==> config.mk <==
export PLATFORM = sky130hd
export DESIGN_NAME = lba_ctrl
export DESIGN_NICKNAME = d
export VERILOG_FILES = /design/src/lba_pkg.sv /design/src/lba_ctrl.sv
export SDC_FILE = /design/constraint.sdc
export NUM_CORES = 1
export LEC_CHECK = 0
export BUFFER_PORTS_ARGS = -buffer_cell sky130_fd_sc_hd__buf_2
export CAP_MARGIN = 20
export CORE_AREA = 8 8 45 47
export DETAILED_ROUTE_END_ITERATION = 7
export DIE_AREA = 0 0 53 55
export GPL_TIMING_DRIVEN = 1
export PLACE_DENSITY = 0.54
export SLEW_MARGIN = 0
export SYNTH_ARGS = -nofsm -noshare
export SYNTH_HDL_FRONTEND = slang
export SYNTH_SLANG_ARGS = --single-unit
==> constraint.sdc <==
create_clock -name clk -period 1.07 [get_ports clk]
set_clock_uncertainty 0.1 [all_clocks]
set_input_delay 0.107 -clock clk [delete_from_list [all_inputs] [get_ports clk]]
set_output_delay 0.107 -clock clk [all_outputs]
set_load 0.01 [all_outputs]
==> src/lba_pkg.sv <==
// Package for the largest-block allocator: payload words, table entries,
// controller states and the command/status bundles between controller and datapath.
// No dependencies.
`timescale 1ns / 1ps

package lba_pkg;

  localparam int CELL_W = 17;
  localparam int SUM_W  = 18;
  localparam int TGT_W  = 13;
  localparam int REQ_W  = 13;

  typedef logic [CELL_W-1:0] cell_t;

  // Input word: one request.
  typedef struct packed {
    logic              action;
    logic [CELL_W-1:0] alloc_size;
    logic [TGT_W-1:0]  target_request;
  } lba_in_t;

  // Output word: answer to one allocate request.
  typedef struct packed {
    logic [REQ_W-1:0]  request_number;
    logic [CELL_W-1:0] start_address;
    logic              failed;
  } lba_out_t;

  // Free-block table entry.
  typedef struct packed {
    logic  valid;
    cell_t start;
    cell_t size;
  } lba_blk_t;

  // Grant table entry.
  typedef struct packed {
    logic  granted;
    cell_t start;
    cell_t size;
  } lba_grant_t;

  localparam logic ACT_ALLOC = 1'b0;
  localparam logic ACT_FREE  = 1'b1;

  typedef enum logic [2:0] {
    ST_IDLE,
    ST_GRANT_CHK,
    ST_SCAN,
    ST_ALLOC_UPD,
    ST_RESULT,
    ST_FREE_UPD1,
    ST_FREE_UPD2
  } lba_state_t;

  // Commands from the controller to the datapath.
  typedef struct packed {
    logic latch;
    logic scan_step;
    logic alloc_upd;
    logic free_upd1;
    logic free_upd2;
    logic emit;
  } lba_cmd_t;

  // Status from the datapath to the controller.
  typedef struct packed {
    logic full;
    logic new_free;
    logic op_free;
    logic target_ok;
    logic scan_done;
    logic both;
    logic out_free;
  } lba_sts_t;

endpackage

==> src/lba_ctrl.sv <==
// Controller state machine for the largest-block allocator.
// Depends on lba_pkg.
`timescale 1ns / 1ps

module lba_ctrl (
  input  logic              clk,
  input  logic              rst_n,
  input  logic              in_valid,
  output logic              in_stall,
  input  lba_pkg::lba_sts_t sts,
  output lba_pkg::lba_cmd_t cmd
);
  import lba_pkg::*;

  lba_state_t state_r;
  lba_state_t state_nxt;

  // State register.
  always_ff @(posedge clk) begin
    if (!rst_n) begin
      state_r <= ST_IDLE;
    end else begin
      state_r <= state_nxt;
    end
  end

  // Next state and commands.
  always_comb begin
    state_nxt = state_r;
    cmd       = '0;
    in_stall  = 1'b1;
    unique case (state_r)
      ST_IDLE: begin
        in_stall = 1'b0;
        if (in_valid) begin
          cmd.latch = 1'b1;
          if (!sts.full) begin
            state_nxt = (sts.new_free == ACT_FREE) ? ST_GRANT_CHK : ST_SCAN;
          end
        end
      end
      ST_GRANT_CHK: begin
        state_nxt = sts.target_ok ? ST_SCAN : ST_IDLE;
      end
      ST_SCAN: begin
        cmd.scan_step = 1'b1;
        if (sts.scan_done) begin
          state_nxt = sts.op_free ? ST_FREE_UPD1 : ST_ALLOC_UPD;
        end
      end
      ST_ALLOC_UPD: begin
        cmd.alloc_upd = 1'b1;
        state_nxt     = ST_RESULT;
      end
      ST_RESULT: begin
        if (sts.out_free) begin
          cmd.emit  = 1'b1;
          state_nxt = ST_IDLE;
        end
      end
      ST_FREE_UPD1: begin
        cmd.free_upd1 = 1'b1;
        state_nxt     = sts.both ? ST_FREE_UPD2 : ST_IDLE;
      end
      ST_FREE_UPD2: begin
        cmd.free_upd2 = 1'b1;
        state_nxt     = ST_IDLE;
      end
      default: begin
        state_nxt = ST_IDLE;
      end
    endcase
  end

endmodule

==> results.yml <==
run_status:
  outcome: "finished with violations"
  violations: "setup timing"
place:
  io_buffers: 16
  gp_congestion: 0.716
  hpwl_um: 644
floorplan:
  start_util_pct: 20.0
  rows: 14
  design.core.area_um2: 1380
  die_y_um: 55
  fp.dieW_um: 53
  dieArea_um2: 2920
  pin_count: 17
cts:
  clk_pin_slew_ns: 0.04
  htreeDepth: 1
  worstSkewPairLatency_ns: 0.23
  numClockSinks: 3
  cts_max_path_buffers: 2
  hold_buffers: 0
  numCtsBuffers: 3
  cts_tree: "built"
  root_buffer: "clkbuf_4"
logic_synthesis:
  synth_seq_area_share_pct: 21.7
  synth_seq_cells: 3
  syn-cell-area_um2: 277
  ys_warn_count: 0
  synth_cell_types: 23
  syn_nets: 44
  syn_inst: 34
  avgSynthCellArea_um2: 8.13
hold_path:
  hp-start: "rst_n"
  holdPathEnd: "state_r[2]"
  min_path_cells: 3
  hold_path_class: "in -> reg"
route:
  vias_per_cell: 4.45
  drt_iter0_drc: 8
  wirelength_um: 927
  vias: 356
  wire_per_inst_um: 11.6
  drt_first_pass_iters: 3
  antenna_left: 0
  drc: 0
cells_and_area:
  largest_reg_flops: 3
  nNetsFinal: 75
  drive_gt1_share_pct: 75.0
  mostFrequentLayoutCells: "12 x buf_2, 10 x buf_6, 7 x buf_4"
  largestRegisters: "state_r: 3 flops"
  num_antenna_cells: 0
  fin_util_pct: 41.1
  area_growth_pct: 106
  regMostFlops: "state_r"
  layout_commonest_cell: "buf_2"
global_route:
  grt_pass1_vias: 358
  grt_start_max_net_pins: 9
  grt_overflow: 0
  grt_pass1_wl_mm: 1.44
  grt_use_total_pct: 6.54
  antenna_found_initial: 0
timing:
  grt_setup_unrepaired: "yes"
  setup_viol: 10
  finalHoldViolCount: 0
  tightest_slew_ns: 0.251
  slew_headroom_pct: 83.2
  fin_crit_ns: 1.38
  post-route-worst-setup-slack_ns: -0.311
  fin_setup_tns_ns: -2.08
  max_freq_mhz: 724
  finalCritPeriodShare_pct: 129
  maxSlewViolCount: 0
run:
  drv_cap: 0
worst_setup_path:
  timing.rr.start: "state_r[2]"
  cp.arrival_ns: 1.39
  worstSetupEndpointType: "flip-flop"
  r2r-end: "state_r[1]"
  ff2ff_setup_slack_ns: -0.31
  setup.worst_path.start_class: "flip-flop"
  reg2reg_depth: 5
  path_max_fanout: 5
  criticalPathCategory: "reg -> reg"
  cp.required_ns: 1.08
power:
  leakage_nw: 0.276
  vdd_ir_drop_max_mv: 0.683
  pwr_density_cell_nw_per_um2: 921
[cell families (layout without fill, tap and decap cells)]
family                 after synthesis  count (layout)  share of synthesized area, %
multiplexers                         2               2                          7.69
AND/OR/NAND/NOR                     15              15                          34.4
buffers and inverters                6              36                          14.9
AO/OA/AOI/OAI                        8               8                          21.3
flip-flops                           3               3                          21.7
[routing by layer]
metal | vias up | routed length, um | GRT usage [%]
met2 | 15 | 414 | 10.9
met4 | 0 | 0 | 2.59
li1 | 180 | - | -
met5 | - | 0 | 0
met3 | 0 | 75 | 2.67
met1 | 161 | 437 | 7.25
[area by class of cell]
cell class	count	area (um2)
clock buffers	4	26.3
multi-input cells	25	215
inverters	3	11.3
repair buffers	29	225
fillers	137	815
flip-flops and latches	3	71.3
well taps	16	20.0
[where the power goes]
part,total [W],leakage [nW],switching [W],internal [W]
clock,0.000196,0.0150,0.0000564,0.000140
sequential,0.000133,0.0267,0.0000150,0.000118
combinational,0.000196,0.234,0.0000813,0.000114
[cell usage after synthesis]
| cell | number | area, um2 |
|---|---|---|
| buf_6 | 2 | 22.5 |
| nor3_1 | 1 | 5.00 |
| dfxtp_1 | 3 | 60.1 |
| a211o_1 | 1 | 8.76 |
| nor2_1 | 4 | 15.0 |
| a21oi_1 | 1 | 5.00 |
| buf_4 | 1 | 7.51 |
| nor2b_1 | 1 | 6.26 |
| and3b_2 | 1 | 10.0 |
| mux2_2 | 1 | 11.3 |
| inv_1 | 3 | 11.3 |
| a32oi_1 | 2 | 17.5 |
| and2b_2 | 1 | 8.76 |
| o21ai_2 | 1 | 8.76 |
| nand2_1 | 1 | 3.75 |
| mux2i_1 | 1 | 10.0 |
| o2bb2ai_1 | 1 | 8.76 |
| and2_1 | 1 | 6.26 |
| nor3b_1 | 1 | 7.51 |
| and3_2 | 2 | 15.0 |
| o21ai_0 | 2 | 10.0 |
| nor2_2 | 1 | 6.26 |
| or3_4 | 1 | 11.3 |
[per-stage QoR]
step           instance area [um2]  power [W]  hold slack, ns  worst slack, ns  instances
2_1_floorplan                  283   0.000220           0.140          -0.0827         34
3_3_place_gp                   398   0.000277           0.279           -0.126         69
3_5_place_dp                   398   0.000275           0.281           -0.177         69
4_1_cts                        494   0.000496          0.0362           -0.313         76
5_1_grt                        569   0.000567          0.0559           -0.344         80
6_report                       569   0.000524          0.0388           -0.311         80
[critical path, cell delays in order, from the launching register on]
cell       delay (ns)
dfxtp_4          0.35
buf_4            0.13
buf_6            0.11
mux2_4           0.29
a32oi_1          0.19
o2bb2ai_1        0.08
[what timing repair did]
| item | 4_1_cts | 5_1_grt |
|---|---|---|
| hold endpoints to repair | 0 | 0 |
| endpoints found under the setup margin | 10 | 10 |
| gates resized for setup | 13 | 12 |
| setup buffers | 3 | 4 |
| pin swaps | 3 | 5 |
[worst max-delay path by stage]
stage | from | depth (start not counted) | slack, ns | endpoint
6_report | state_r[2] | 5 | -0.31 | state_r[1]
3_3_place_gp | state_r[2] | 3 | -0.13 | state_r[1]
4_1_cts | state_r[2] | 3 | -0.31 | cmd[5]
3_5_place_dp | state_r[2] | 3 | -0.18 | state_r[1]
5_1_grt | state_r[2] | 3 | -0.34 | cmd[5]
2_1_floorplan | state_r[2] | 3 | -0.08 | cmd[5]
No activity file was read; power rests on OpenSTA's default activity.
